$ cat src/hdl/afr_pkg.sv
// ----------------------------------------------------------------------------
// afr_pkg
// Types and constants shared by the addressed frame receiver.
// ----------------------------------------------------------------------------
package afr_pkg;

    localparam int BYTE_W = 8;

    typedef logic [BYTE_W-1:0] t_byte;

    localparam t_byte BROADCAST_ADDR  = 8'hFF;
    localparam t_byte NODE_ADDR_RESET = 8'h01;
    localparam t_byte SUM_GOOD        = 8'hFF;

    // result kind codes
    localparam logic KIND_PAYLOAD   = 1'b0;
    localparam logic KIND_FRAME_END = 1'b1;

    typedef struct packed {
        logic  kind;
        t_byte payload_byte;
        t_byte payload_index;
        t_byte dest_address;
        t_byte source_address;
        t_byte sequence_id;
        t_byte command_code;
        t_byte channel_number;
        t_byte payload_size;
        logic  frame_ok;
    } t_result;

endpackage

$ cat src/hdl/afr_if.sv
// ----------------------------------------------------------------------------
// afr_in_if / afr_out_if
// Valid/ready channels for received bytes and for receiver results.
// ----------------------------------------------------------------------------
interface afr_in_if
    import afr_pkg::*;
();
    logic  valid;
    logic  ready;
    t_byte rx_byte;
    logic  address_mark;

    modport source (output valid, output rx_byte, output address_mark, input ready);
    modport sink   (input valid, input rx_byte, input address_mark, output ready);
endinterface

interface afr_out_if
    import afr_pkg::*;
();
    logic  valid;
    logic  ready;
    logic  kind;
    t_byte payload_byte;
    t_byte payload_index;
    t_byte dest_address;
    t_byte source_address;
    t_byte sequence_id;
    t_byte command_code;
    t_byte channel_number;
    t_byte payload_size;
    logic  frame_ok;

    modport source (
        output valid, output kind, output payload_byte, output payload_index,
        output dest_address, output source_address, output sequence_id,
        output command_code, output channel_number, output payload_size,
        output frame_ok, input ready
    );
    modport sink (
        input valid, input kind, input payload_byte, input payload_index,
        input dest_address, input source_address, input sequence_id,
        input command_code, input channel_number, input payload_size,
        input frame_ok, output ready
    );
endinterface

$ cat src/hdl/addressed_frame_receiver.sv
// ----------------------------------------------------------------------------
// addressed_frame_receiver
// Address-mark framed byte receiver with 8-bit checksum check.
// ----------------------------------------------------------------------------
// One received byte per transfer, one transfer per cycle while the result
// buffer has room. The phase machine acts on a byte in the cycle of its
// transfer; the payload or frame-end result it forms is registered on that
// edge in the output register or, while the sink stalls with that one full,
// in a second result register, so i_in.ready drops only when both are full
// and comes straight from a flop. Idle bytes that are not marked, or are
// marked with another address than node_address or 0xFF, are dropped
// silently. Inside a frame the mark bit is ignored. A frame is good when the
// wrapping sum of every byte, destination through checksum, is 0xFF. Write
// node_address (reset 0x01) only while no frame is in flight.
// ----------------------------------------------------------------------------
module addressed_frame_receiver
    import afr_pkg::*;
(
    input  logic      i_clk,
    input  logic      i_rst_n,
    input  logic      i_cfg_we,
    input  t_byte     i_cfg_wdata,
    afr_in_if.sink    i_in,
    afr_out_if.source o_out
);

    logic    accept;
    logic    room;
    logic    res_valid;
    t_result res;
    t_result out_res;

    // ready is the buffer's free-slot flag, independent of phase
    assign i_in.ready = room;
    assign accept     = i_in.valid && room;

    afr_parser u_parser (
        .i_clk          (i_clk),
        .i_rst_n        (i_rst_n),
        .i_cfg_we       (i_cfg_we),
        .i_cfg_wdata    (i_cfg_wdata),
        .i_accept       (accept),
        .i_rx_byte      (i_in.rx_byte),
        .i_address_mark (i_in.address_mark),
        .o_res_valid    (res_valid),
        .o_res          (res)
    );

    afr_skid u_skid (
        .i_clk   (i_clk),
        .i_rst_n (i_rst_n),
        .i_push  (res_valid),
        .i_res   (res),
        .o_room  (room),
        .o_valid (o_out.valid),
        .i_ready (o_out.ready),
        .o_res   (out_res)
    );

    assign o_out.kind           = out_res.kind;
    assign o_out.payload_byte   = out_res.payload_byte;
    assign o_out.payload_index  = out_res.payload_index;
    assign o_out.dest_address   = out_res.dest_address;
    assign o_out.source_address = out_res.source_address;
    assign o_out.sequence_id    = out_res.sequence_id;
    assign o_out.command_code   = out_res.command_code;
    assign o_out.channel_number = out_res.channel_number;
    assign o_out.payload_size   = out_res.payload_size;
    assign o_out.frame_ok       = out_res.frame_ok;

endmodule

$ cat src/hdl/afr_parser.sv
// ----------------------------------------------------------------------------
// afr_parser
// Frame phase machine: address match, header capture, running sum, payload
// count; forms one result per payload or checksum byte.
// ----------------------------------------------------------------------------
module afr_parser
    import afr_pkg::*;
(
    input  logic    i_clk,
    input  logic    i_rst_n,
    input  logic    i_cfg_we,
    input  t_byte   i_cfg_wdata,
    input  logic    i_accept,
    input  t_byte   i_rx_byte,
    input  logic    i_address_mark,
    output logic    o_res_valid,
    output t_result o_res
);

    typedef enum logic [2:0] {
        PH_IDLE,
        PH_SRC,
        PH_SEQ,
        PH_CMD,
        PH_CHAN,
        PH_SIZE,
        PH_PAYLOAD,
        PH_CHECK
    } t_phase;

    t_phase r_phase, n_phase;
    t_byte  r_node_addr;
    t_byte  r_sum, n_sum;
    t_byte  r_count, n_count;
    t_byte  r_dest, r_src, r_seq, r_cmd, r_chan, r_size;
    t_byte  sum_plus;
    t_byte  count_plus;
    logic   addr_hit;

    assign sum_plus   = r_sum + i_rx_byte;
    assign count_plus = r_count + 8'd1;
    assign addr_hit   = i_address_mark &&
                        (i_rx_byte == r_node_addr || i_rx_byte == BROADCAST_ADDR);

    always_comb begin
        n_phase = r_phase;
        n_sum   = sum_plus;
        n_count = r_count;
        case (r_phase)
            PH_IDLE: begin
                n_sum = r_sum;
                if (addr_hit) begin
                    n_sum   = i_rx_byte;
                    n_phase = PH_SRC;
                end
            end
            PH_SRC:  n_phase = PH_SEQ;
            PH_SEQ:  n_phase = PH_CMD;
            PH_CMD:  n_phase = PH_CHAN;
            PH_CHAN: n_phase = PH_SIZE;
            PH_SIZE: begin
                n_count = '0;
                n_phase = (i_rx_byte == '0) ? PH_CHECK : PH_PAYLOAD;
            end
            PH_PAYLOAD: begin
                n_count = count_plus;
                if (count_plus == r_size) begin
                    n_phase = PH_CHECK;
                end
            end
            PH_CHECK: n_phase = PH_IDLE;
            default:  n_phase = PH_IDLE;
        endcase
    end

    always_ff @(posedge i_clk) begin
        if (!i_rst_n) begin
            r_phase     <= PH_IDLE;
            r_node_addr <= NODE_ADDR_RESET;
            r_sum       <= '0;
            r_count     <= '0;
            r_dest      <= '0;
            r_src       <= '0;
            r_seq       <= '0;
            r_cmd       <= '0;
            r_chan      <= '0;
            r_size      <= '0;
        end else begin
            if (i_cfg_we) begin
                r_node_addr <= i_cfg_wdata;
            end
            if (i_accept) begin
                r_phase <= n_phase;
                r_sum   <= n_sum;
                r_count <= n_count;
                case (r_phase)
                    PH_IDLE: if (addr_hit) r_dest <= i_rx_byte;
                    PH_SRC:  r_src  <= i_rx_byte;
                    PH_SEQ:  r_seq  <= i_rx_byte;
                    PH_CMD:  r_cmd  <= i_rx_byte;
                    PH_CHAN: r_chan <= i_rx_byte;
                    PH_SIZE: r_size <= i_rx_byte;
                    default: ;
                endcase
            end
        end
    end

    // header fields are stable for the whole payload and checksum
    always_comb begin
        o_res_valid          = i_accept && (r_phase == PH_PAYLOAD || r_phase == PH_CHECK);
        o_res.kind           = (r_phase == PH_CHECK) ? KIND_FRAME_END : KIND_PAYLOAD;
        o_res.payload_byte   = (r_phase == PH_CHECK) ? '0 : i_rx_byte;
        o_res.payload_index  = (r_phase == PH_CHECK) ? '0 : r_count;
        o_res.dest_address   = r_dest;
        o_res.source_address = r_src;
        o_res.sequence_id    = r_seq;
        o_res.command_code   = r_cmd;
        o_res.channel_number = r_chan;
        o_res.payload_size   = r_size;
        o_res.frame_ok       = (r_phase == PH_CHECK) && (sum_plus == SUM_GOOD);
    end

endmodule

$ cat src/hdl/afr_skid.sv
// ----------------------------------------------------------------------------
// afr_skid
// Two-entry result buffer; upstream ready comes straight from a flop.
// ----------------------------------------------------------------------------
module afr_skid
    import afr_pkg::*;
(
    input  logic    i_clk,
    input  logic    i_rst_n,
    input  logic    i_push,
    input  t_result i_res,
    output logic    o_room,
    output logic    o_valid,
    input  logic    i_ready,
    output t_result o_res
);

    logic    r_main_v, r_skid_v;
    t_result r_main, r_skid;
    logic    pop;

    assign pop     = r_main_v && i_ready;
    assign o_room  = !r_skid_v;
    assign o_valid = r_main_v;
    assign o_res   = r_main;

    always_ff @(posedge i_clk) begin
        if (!i_rst_n) begin
            r_main_v <= 1'b0;
            r_skid_v <= 1'b0;
        end else if (pop) begin
            if (r_skid_v) begin
                r_main   <= r_skid;
                r_skid_v <= 1'b0;
            end else begin
                r_main_v <= i_push;
                r_main   <= i_res;
            end
        end else if (!r_main_v) begin
            r_main_v <= i_push;
            r_main   <= i_res;
        end else if (i_push) begin
            r_skid   <= i_res;
            r_skid_v <= 1'b1;
        end
    end

endmodule

$ cat src/flat_wrapper.sv
// flat-port wrapper written by rule: the top's interface ports become plain ports
module addressed_frame_receiver_flat import afr_pkg::*;
  (i_clk, i_rst_n, i_cfg_we, i_cfg_wdata, i_in_valid, i_in_rx_byte, i_in_address_mark, i_in_ready, o_out_valid, o_out_kind, o_out_payload_byte, o_out_payload_index, o_out_dest_address, o_out_source_address, o_out_sequence_id, o_out_command_code, o_out_channel_number, o_out_payload_size, o_out_frame_ok, o_out_ready);
  afr_in_if i_in_i ();
  afr_out_if o_out_i ();
  input  logic i_clk;
  input  logic i_rst_n;
  input  logic i_cfg_we;
  input  t_byte i_cfg_wdata;
  input wire logic [$bits(i_in_i.valid)-1:0] i_in_valid;
  input wire logic [$bits(i_in_i.rx_byte)-1:0] i_in_rx_byte;
  input wire logic [$bits(i_in_i.address_mark)-1:0] i_in_address_mark;
  output wire logic [$bits(i_in_i.ready)-1:0] i_in_ready;
  output wire logic [$bits(o_out_i.valid)-1:0] o_out_valid;
  output wire logic [$bits(o_out_i.kind)-1:0] o_out_kind;
  output wire logic [$bits(o_out_i.payload_byte)-1:0] o_out_payload_byte;
  output wire logic [$bits(o_out_i.payload_index)-1:0] o_out_payload_index;
  output wire logic [$bits(o_out_i.dest_address)-1:0] o_out_dest_address;
  output wire logic [$bits(o_out_i.source_address)-1:0] o_out_source_address;
  output wire logic [$bits(o_out_i.sequence_id)-1:0] o_out_sequence_id;
  output wire logic [$bits(o_out_i.command_code)-1:0] o_out_command_code;
  output wire logic [$bits(o_out_i.channel_number)-1:0] o_out_channel_number;
  output wire logic [$bits(o_out_i.payload_size)-1:0] o_out_payload_size;
  output wire logic [$bits(o_out_i.frame_ok)-1:0] o_out_frame_ok;
  input wire logic [$bits(o_out_i.ready)-1:0] o_out_ready;
  assign i_in_i.valid = i_in_valid;
  assign i_in_i.rx_byte = i_in_rx_byte;
  assign i_in_i.address_mark = i_in_address_mark;
  assign i_in_ready = i_in_i.ready;
  assign o_out_valid = o_out_i.valid;
  assign o_out_kind = o_out_i.kind;
  assign o_out_payload_byte = o_out_i.payload_byte;
  assign o_out_payload_index = o_out_i.payload_index;
  assign o_out_dest_address = o_out_i.dest_address;
  assign o_out_source_address = o_out_i.source_address;
  assign o_out_sequence_id = o_out_i.sequence_id;
  assign o_out_command_code = o_out_i.command_code;
  assign o_out_channel_number = o_out_i.channel_number;
  assign o_out_payload_size = o_out_i.payload_size;
  assign o_out_frame_ok = o_out_i.frame_ok;
  assign o_out_i.ready = o_out_ready;
  addressed_frame_receiver u_core (.i_clk(i_clk), .i_rst_n(i_rst_n), .i_cfg_we(i_cfg_we), .i_cfg_wdata(i_cfg_wdata), .i_in(i_in_i), .o_out(o_out_i));
endmodule
$ cat config.mk
export PLATFORM = sky130hd
export DESIGN_NAME = addressed_frame_receiver_flat
export DESIGN_NICKNAME = d
export VERILOG_FILES = /design/src/hdl/afr_pkg.sv /design/src/hdl/afr_if.sv /design/src/hdl/addressed_frame_receiver.sv /design/src/hdl/afr_parser.sv /design/src/hdl/afr_skid.sv /design/src/flat_wrapper.sv
export SDC_FILE = /design/constraint.sdc
export NUM_CORES = 1
export LEC_CHECK = 0
export BUFFER_PORTS_ARGS = -buffer_cell sky130_fd_sc_hd__buf_2
export CAP_MARGIN = 30
export CORE_ASPECT_RATIO = 0.6
export CORE_MARGIN = 2
export CORE_UTILIZATION = 55
export CTS_BUF_LIST = sky130_fd_sc_hd__clkbuf_8
export DETAILED_ROUTE_END_ITERATION = 10
export GPL_ROUTABILITY_DRIVEN = 0
export PLACE_DENSITY = 0.76
export SYNTH_ARGS = -nofsm -noshare
export SYNTH_HDL_FRONTEND = slang
export SYNTH_SLANG_ARGS = --single-unit
$ cat constraint.sdc
create_clock -name i_clk -period 13.7 [get_ports i_clk]
set_input_delay 2.74 -clock i_clk [delete_from_list [all_inputs] [get_ports i_clk]]
set_output_delay 2.74 -clock i_clk [all_outputs]
set_load 0.02 [all_outputs]
**Word-level counts from Yosys, hierarchy flattened**

Cells that the tools add are included.

- Register bits: 209
- Input bits: 22
- Output and inout port bits: 68
- Word-level logic and storage cells: 91

- $add $sub $neg: 2
- Equality and inequality tests: 15
- Mux-type cells: 16
- Bitwise logic cells: 2
- Reductions and logical operators: 24

Operators by type and width:

| kind | count |
|---|---|
| $mux W66 | 3 |
| $mux W8 | 4 |
| $pmux W3 S8 | 1 |
| $reduce_and A2 Y1 | 9 |
| $eq A8 B8 Y1 | 2 |
| $eq A8 B8 Y1 const B | 2 |
| $pmux W8 S2 | 1 |
| $eq A3 B3 Y1 const B | 4 |
| $add A8 B1 Y8 const B | 1 |
| $add A8 B8 Y8 | 1 |
| $logic_not A8 Y1 | 1 |
| $eq A3 B2 Y1 const B | 2 |
| $mux W3 | 2 |
| $ne A2 B2 Y1 const B | 3 |
| $reduce_and A3 Y1 | 2 |
| $logic_and A1 B1 Y1 | 5 |
| $mux W1 | 5 |
| $reduce_and A4 Y1 | 1 |
| $eq A3 B1 Y1 const B | 1 |
| $logic_not A3 Y1 | 1 |
| $logic_or A1 B1 Y1 | 2 |
| $ne A2 B1 Y1 const B | 1 |
| $not A1 Y1 | 2 |
| $reduce_bool A2 Y1 | 1 |
| other kinds (2) | 2 |

**Logic depth before layout (Yosys ltp)**

Gate-level depths: netlist of the first run.

- Depth after elaboration: 5
- Mapped depth: 7
- Depth with buffers taken out: 7

**By module**

A second synthesis of the first run with hierarchy kept.

- Cell total of the unflattened synthesis: 693
- Area total of the unflattened synthesis: 8818.5 um^2

By module, submodules not included:

| module | instances | cells an instance | area an instance (um^2) | seq. area each (um^2) |
|---|---|---|---|---|
| afr_skid | 1 | 218 | 5023.6 | 4003.8 |
| afr_parser | 1 | 474 | 3788.6 | 1501.4 |
| addressed_frame_receiver | 1 | 1 | 6.3 | 0.0 |

**Worst setup path after synthesis of the first run**

Ideal clock, no wire load.

- Kind: in2reg
- Start: in i_in_valid
- End: reg u_core.u_skid.r_skid[0] in the netlist's numbering, enable pin
- Library setup time: 0.681 ns
- Arrival time: 10.018 ns
- Required time: 13.019 ns
- Setup slack: 3.001 ns
- Cell stages on the path: 4
- Buffers on the path: 1
- Cells stage by stage: nor2b_1 > buf_2 > nand3_1 > nor4b_1

- Cells in the longest elaborated chain, start to end: 3

RTL lines:

| item | line | source |
|---|---|---|
| start, declared | flat_wrapper.sv:10 | `input wire logic [$bits(i_in_i.valid)-1:0] i_in_valid;` |
| $logic_and A1 B1 Y1 | addressed_frame_receiver.sv:35 | `assign accept = i_in.valid && room;` |
| $logic_and A1 B1 Y1 | afr_parser.sv:111 | `o_res_valid = i_accept && (r_phase == PH_PAYLOAD \|\| r_phase == PH_CHECK);` |
| $reduce_and A4 Y1 (no line) | n/a |  |
| end signal, assigned | afr_skid.sv:43 | `r_skid <= i_res;` |
| end, declared | afr_skid.sv:19 | `t_result r_main, r_skid;` |

No other way between the ends.
A chain may end at the register's enable or synchronous reset.

**Worst setup path in the final report of the first run**

- Start: in i_in_rx_byte[0]
- End: reg u_core.u_parser.r_sum[4]

- Cells in the longest elaborated chain, start to end: 5
- Elaborated cells between the ends (all ways): 8
- Classes of those cells: add/sub: 1; eq/ne: 3; mux: 1; reduce/logical: 3

RTL lines:

| item | line | source |
|---|---|---|
| start, declared | flat_wrapper.sv:11 | `input wire logic [$bits(i_in_i.rx_byte)-1:0] i_in_rx_byte;` |
| parallel branches: the longest is 5 deep, another holds $add A8 B8 Y8 | n/a |  |
| end signal, assigned | afr_parser.sv:94 | `r_sum <= n_sum;` |
| end, declared | afr_parser.sv:33 | `t_byte r_sum, n_sum;` |

Parallel ways; which one is timed is not known.

==> qor.txt, run 1 <==
Status = complete, no violations
Die ar. = 17,300 um2
Hold Crit Class = reg2reg
Crit Path Category = in2reg
Pwr/cell area = 118 nW/um2
Slew headroom = 0.393
Port bufs = 89
DR vias/cell = 5.70
Unrepaired setup endpoints after global routing = no
H-tree Lvls = 1
Cts bufs inserted = 30
Antenna cells = 0
Async set-or-reset flop fraction in the synthesized netlist = 0
DRT iter0 DRCs = 684
Share of layout cells above drive strength 1 = 0.187
Die H = 103 um
Setup violators final = 0
Setup crit end kind = flop
Post-synthesis sequential area ratio = 0.616
Fin crit share = 0.319
Final hold vios = 0
Hold Buf Count CTS = 0
Synthesis-to-finish area growth = 12.6%
Storage element area = 5510 um2
Max Cap Viol = 0
First-pass GRT wire length = 31.1 mm
Clk root buf = clkbuf_8
GRT Resource Usage Total = 0.227
Worst-skew pair later-pin latency = 0.56 ns
Worst-path clk slew = 0.07 ns
Post_cts resized = 0
Core Rows = 36
Critical Path Source Type = input pin
Fin. max-slew vios = 0
Vias in the first global route = 5,835
Tmin final = 4.37 ns
Number of post-CTS setup repair buffers = 0
Core area = 16,100 um2
Detailed Route WL = 19.5 mm
Gr ovfl total = 0
Clk buf depth = 3
Worst slew pin tran = 0.908 ns
Leakage = 0.00391 uW
Routed Antenna Nets = 0
Clk_skew = 0.0236 ns
Worst hold slack = 0.458 ns
Most common cell after layout, fill and taps aside = nand2_1
Number of synthesized flops with an enable pin = 132
NumNets Final = 920
Synth warnings = 0
DP Wirelength = 12.3 mm
Ports = 90
Net count after synthesis = 841
Drt first pass iters = 5
CTS tree = yes
Initial Util = 0.556
Unique masters post-synth = 70
#FFs+latches synth = 209
Sink Count = 209
Crit path arrival time = 4.76 ns
Syn Area/Cell = 11.0 um2
DRC violations left = 0
Mapped Cells = 810
Critical Path RT = 14.09 ns
Maximum VDD drop = 0.0672 mV
Via count = 6,399
CP max FO = 12
Fillers = 1,278
Initial antenna violation count = 0
Setup TNS = 0 ns
Most frequent cells in the layout = nand2_1, edfxtp_1, buf_2, dfxtp_1, a21oi_1
Largest net degree at the start of global routing = 75
Post-Syn Area = 8940 um2
Achievable Freq = 0.229 GHz
Area of the multi-input gates = 3200 um2
Main synth FF type = edfxtp_1
Average routed wire per standard cell = 17.4 um
Die span in x = 169 um
report_power, final:
group	internal (uW)	switching, uW	total (uW)
clock network	222	233	455
registers	674	3.02	677
logic	17.0	39.2	56.2
per-layer routing:
layer | vias up | track usage | part of all wire
met3 | 31 | 0.0484 | 0.079
met4 | 0 | 0.0504 | 0.013
met5 | - | 0 | 0
met2 | 261 | 0.326 | 0.41
li1 | 3051 | - | -
met1 | 3056 | 0.354 | 0.50
final timing paths:
check	from	end	slack, ns	cells past startpoint
worst max-delay path	i_in_rx_byte[0]	u_core.u_parser.r_sum[4]$_SDFFE_PN0P_	9.33	8
worst min-delay path	u_core.u_parser.r_src[5]$_SDFFE_PN0P_	u_core.u_skid.r_skid[38]$_DFFE_PP_	0.46	0
worst max register to register	u_core.u_parser.r_phase[0]$_SDFFE_PN0P_	u_core.u_skid.o_res[0]$_DFFE_PP_	10.99	6
worst min register to register	u_core.u_parser.r_src[5]$_SDFFE_PN0P_	u_core.u_skid.r_skid[38]$_DFFE_PP_	0.46	0
synth_stat cells (all sizes together), types with 4 or more instances:
| cell type | n | area (um2) |
|---|---|---|
| o21ai | 43 | 215 |
| and2 | 17 | 106 |
| o31ai | 4 | 30.0 |
| mux2i | 33 | 330 |
| nor3 | 10 | 61.3 |
| o21a | 4 | 30.0 |
| edfxtp | 132 | 3960 |
| xor2 | 5 | 43.8 |
| dfxtp | 77 | 1540 |
| buf | 24 | 140 |
| mux2 | 17 | 191 |
| a211oi | 4 | 35.0 |
| a311oi | 4 | 35.0 |
| nor3b | 5 | 42.5 |
| nor2 | 49 | 184 |
| a21oi | 50 | 250 |
| nand4 | 17 | 106 |
| inv | 10 | 37.5 |
| nand2 | 189 | 709 |
| clkbuf | 27 | 101 |
| nand3 | 8 | 40.0 |
| or4 | 4 | 30.0 |
| xnor2 | 16 | 140 |
| ha | 8 | 100 |
critical path, stage by stage:
cell and delay [ns]:
buf_2 0.20, ha_1 0.28, fa_1 0.45, a211oi_2 0.32, or3_1 0.20, a21oi_1 0.08, a2111oi_0 0.42, nor3_1 0.08
layout make-up:
class                   count  share of cell area
well taps                 209              0.0260
clock inverters            23              0.0103
flip-flops and latches    209               0.547
inverters                  10             0.00373
multi-input cells         540               0.317
repair buffers             98              0.0509
clock buffers              33              0.0451
metrics by stage:
stage | util | power [uW] | setup WS, ns | instances | instance area (um2)
after floorplan | - | 728 | 3.00 | 810 | 8940
after global placement | 0.591 | 745 | 8.86 | 1065 | 9510
after detailed placement | 0.592 | 746 | 8.81 | 1066 | 9510
after CTS | 0.626 | 1200 | 9.39 | 1122 | 10100
after global routing | 0.626 | 1230 | 9.19 | 1122 | 10100
final | 0.626 | 1190 | 9.33 | 1122 | 10100
logic make-up (layout without fill, tap and decap cells):
family                   Yosys count  after routing  share of synthesized area
flip-flops                       209            209                      0.616
adder cells (fa/ha/maj)            9              9                     0.0134
buffers and inverters             61            164                     0.0312
AND/OR/NAND/NOR                  324            324                      0.164
AO/OA/AOI/OAI                    135            135                     0.0943
XOR/XNOR                          22             22                     0.0231
multiplexers                      50             50                     0.0583
Power figures use the tool's default switching activity.
==> run 2: changes to the inputs <==
--- a/config.mk
+++ b/config.mk
@@ -5,6 +5,7 @@
 export SDC_FILE = /design/constraint.sdc
 export NUM_CORES = 1
 export LEC_CHECK = 0
+export ABC_AREA = 1
 export BUFFER_PORTS_ARGS = -buffer_cell sky130_fd_sc_hd__buf_2
 export CAP_MARGIN = 30
 export CORE_ASPECT_RATIO = 0.6
@@ -13,7 +14,7 @@
 export CTS_BUF_LIST = sky130_fd_sc_hd__clkbuf_8
 export DETAILED_ROUTE_END_ITERATION = 10
 export GPL_ROUTABILITY_DRIVEN = 0
-export PLACE_DENSITY = 0.76
+export PLACE_DENSITY = 0.79
 export SYNTH_ARGS = -nofsm -noshare
 export SYNTH_HDL_FRONTEND = slang
 export SYNTH_SLANG_ARGS = --single-unit
==> constraint.sdc (replaced) <==
create_clock -name i_clk -period 3.7 [get_ports i_clk]
set_input_delay 0.74 -clock i_clk [delete_from_list [all_inputs] [get_ports i_clk]]
set_output_delay 0.74 -clock i_clk [all_outputs]
set_load 0.02 [all_outputs]
==> qor.txt, run 2 <==
Status = complete, no violations
Synth area leader = edfxtp_1
Critical Path RT = 3.99 ns
DP Wirelength = 12.2 mm
DR vias/cell = 5.20
Dominant combinational cell family by area after synthesis = simple AND/OR/NAND/NOR gates
CTS tree = yes
Hold Path Stages = 3
Worst hold slack = 0.405 ns
Area of the multi-input gates = 2550 um2
Final hold vios = 0
Largest net degree at the start of global routing = 98
Reg-to-reg endpoint = u_core.u_skid.o_res[63]$_DFFE_PP_
Mapped Cells = 864
Xor/xnor share of the synthesized area = 0.0124
CP max FO = 17
Clk root buf = clkbuf_8
Port bufs = 89
Ports = 90
Setup TNS = 0 ns
Max stage delay on crit path = 0.52 ns
Flop-to-flop setup slack = 1.50 ns
Synth top area share = 0.467
Initial antenna violation count = 0
Fin crit share = 0.595
First-pass GRT wire length = 29.1 mm
Main synth FF type = edfxtp_1
DRT iter0 DRCs = 713
Leakage = 0.00416 uW
Storage element area = 5510 um2
Crit Path Category = reg2reg
Adder-cell share of the synthesized area = 0.0142
Compound-cell area share of the yosys netlist = 0.107
Uppermost routed layer = met4
Syn Area/Cell = 9.82 um2
Core area = 15,200 um2
Clk_skew = 0.0163 ns
Worst-skew pair later-pin latency = 0.57 ns
Synth warnings = 0
Tmin final = 2.20 ns
Area contributors post-synth = edfxtp_1, dfxtp_1, nand2_1
Drt first pass iters = 5
Die span in x = 164 um
Post-Syn Area = 8490 um2
Via count = 6,157
Design area = 9680 um2
Worst slew pin tran = 0.992 ns
Antenna cells = 0
Pwr/cell area = 451 nW/um2
Mux share of post-synthesis cell area = 0
Average routed wire per standard cell = 15.4 um
Die ar. = 16,500 um2
Dpl ws = 1.12 ns
Setup violators final = 0
Fin. max-slew vios = 0
Most frequent cells in the layout = nand2_1, edfxtp_1, o21ai_0, buf_2, inv_1
Hold Crit Endpoint = u_core.u_parser.r_node_addr[1]$_SDFFE_PN0P_
Unrepaired setup endpoints after global routing = no
Most frequent cell after synthesis = nand2_1
GRT Resource Usage Total = 0.227
Sink Count = 209
Core Rows = 35
Vias in the first global route = 5,628
Post_cts resized = 0
Die H = 100 um
Final setup margin = 1.50 ns
Cts bufs inserted = 30
DRC violations left = 0
Synthesis-to-finish area growth = 14.0%
Unique masters post-synth = 33
Hold_sp = i_cfg_wdata[1]
Met3 wire length = 1.83 mm
Reg2Reg Launch Point = u_core.u_parser.r_phase[2]$_SDFFE_PN0P_
Top post-synthesis cells by count = nand2_1, edfxtp_1, o21ai_0
H-tree Lvls = 1
Number of synthesized flops with an enable pin = 132
Worst-path clk slew = 0.06 ns
Maximum VDD drop = 0.213 mV
Worst R2R Path Depth = 5
Hold Buf Count CTS = 0
Async set-or-reset flop fraction in the synthesized netlist = 0
Initial Util = 0.558
NumNets Final = 987
Gr ovfl total = 0
Critical path, cell by cell = inv_1, nor2_1, clkinv_1, nand2_1, o21ai_0
CP max-delay cell = clkinv_1
Net count after synthesis = 895
Crit path arrival time = 2.50 ns
Routed Antenna Nets = 0
Simple-Gate Fraction of Synth Area = 0.165
Setup crit end kind = flop
Fillers = 1,234
Detailed Route WL = 18.3 mm
Clk buf depth = 3
Share of layout cells above drive strength 1 = 0.152
Post-synthesis sequential area ratio = 0.649
Achievable Freq = 0.454 GHz
Wl on met1 = 8.91 mm
Number of post-CTS setup repair buffers = 0
Most common cell after layout, fill and taps aside = nand2_1
#FFs+latches synth = 209
Critical Path Source Type = flop
Slew headroom = 0.336
Power Total = 4360 uW
Hold Crit Class = in2reg
Dpl cell area = 9120 um2
Met2 WL = 7.22 mm
Max Cap Viol = 0
## run 2: changes by cell type in the layout (fill, tap and decap cells not counted), moves of 8 or more
| cell | previous run | this run |
|---|---|---|
| inv_2 | 1 | 9 |
| and2_1 | 16 | 0 |
| mux2i_1 | 33 | 0 |
| inv_1 | 25 | 83 |
| mux2_2 | 17 | 0 |
| nor2_1 | 48 | 59 |
| nand2_1 | 189 | 235 |
| a21oi_1 | 49 | 66 |
| nand3_1 | 7 | 28 |
| o21ai_0 | 36 | 92 |
| nand4_1 | 17 | 6 |
| xnor2_1 | 16 | 6 |
## run 2: logic make-up after synthesis
family                     count (synthesis)
DFF                                      209
AOI/OAI and AO/OA                        177
and+or+nand+nor                          343
buffers and inverters                    114
adders and majority gates                  9
xor gates and xnor gates                  12
## run 2: layout make-up
| type | count | area share |
|---|---|---|
| Sequential cell | 209 | 0.569 |
| Multi-Input combinational cell | 541 | 0.264 |
| Timing Repair Buffer | 94 | 0.0525 |
| Clock buffer | 33 | 0.0469 |
| Inverter | 80 | 0.0310 |
| Tap cell | 203 | 0.0262 |
| Clock inverter | 23 | 0.0103 |
## run 2: worst max-delay path by stage
stage          cells after the start                           endpoint                                    start
2_1_floorplan                      4   u_core.u_skid.o_res[0]$_DFFE_PP_                                  i_rst_n
3_3_place_gp                       8   u_core.u_skid.o_res[0]$_DFFE_PP_                          i_in_rx_byte[0]
3_5_place_dp                       9   u_core.u_skid.o_res[0]$_DFFE_PP_                          i_in_rx_byte[0]
4_1_cts                            5  u_core.u_skid.o_res[63]$_DFFE_PP_  u_core.u_parser.r_phase[2]$_SDFFE_PN0P_
5_1_grt                            5  u_core.u_skid.o_res[64]$_DFFE_PP_  u_core.u_parser.r_phase[2]$_SDFFE_PN0P_
6_report                           5  u_core.u_skid.o_res[63]$_DFFE_PP_  u_core.u_parser.r_phase[2]$_SDFFE_PN0P_
## run 2: metrics by stage
stage	utilization	cells
final	0.637	1183
after global routing	0.637	1183
after CTS	0.637	1183
after detailed placement	0.600	1127
after global placement	0.600	1127
after floorplan	-	864
## run 2: per-layer routing
layer | GRT usage | vias up
li1 | - | 3076
met1 | 0.356 | 2787
met2 | 0.308 | 266
met3 | 0.0579 | 28
met4 | 0.0641 | 0
met5 | 0 | -
## run 2: where the power goes
part / leakage [uW] / total (uW) / switching (uW) / internal (uW)
logic: 0.00180 / 191 / 138 / 52.9
clock network: 0.000337 / 1660 / 842 / 819
registers: 0.00202 / 2510 / 11.3 / 2500
total: 0.00416 / 4360 / 991 / 3370
## run 2: critical path, delay by kind of cell (launching register included)
family | cells | cell delay, ns
buffers and inverters | 2 | 0.65
AND/OR/NAND/NOR | 2 | 0.65
flip-flops | 1 | 0.51
AO/OA/AOI/OAI | 1 | 0.13
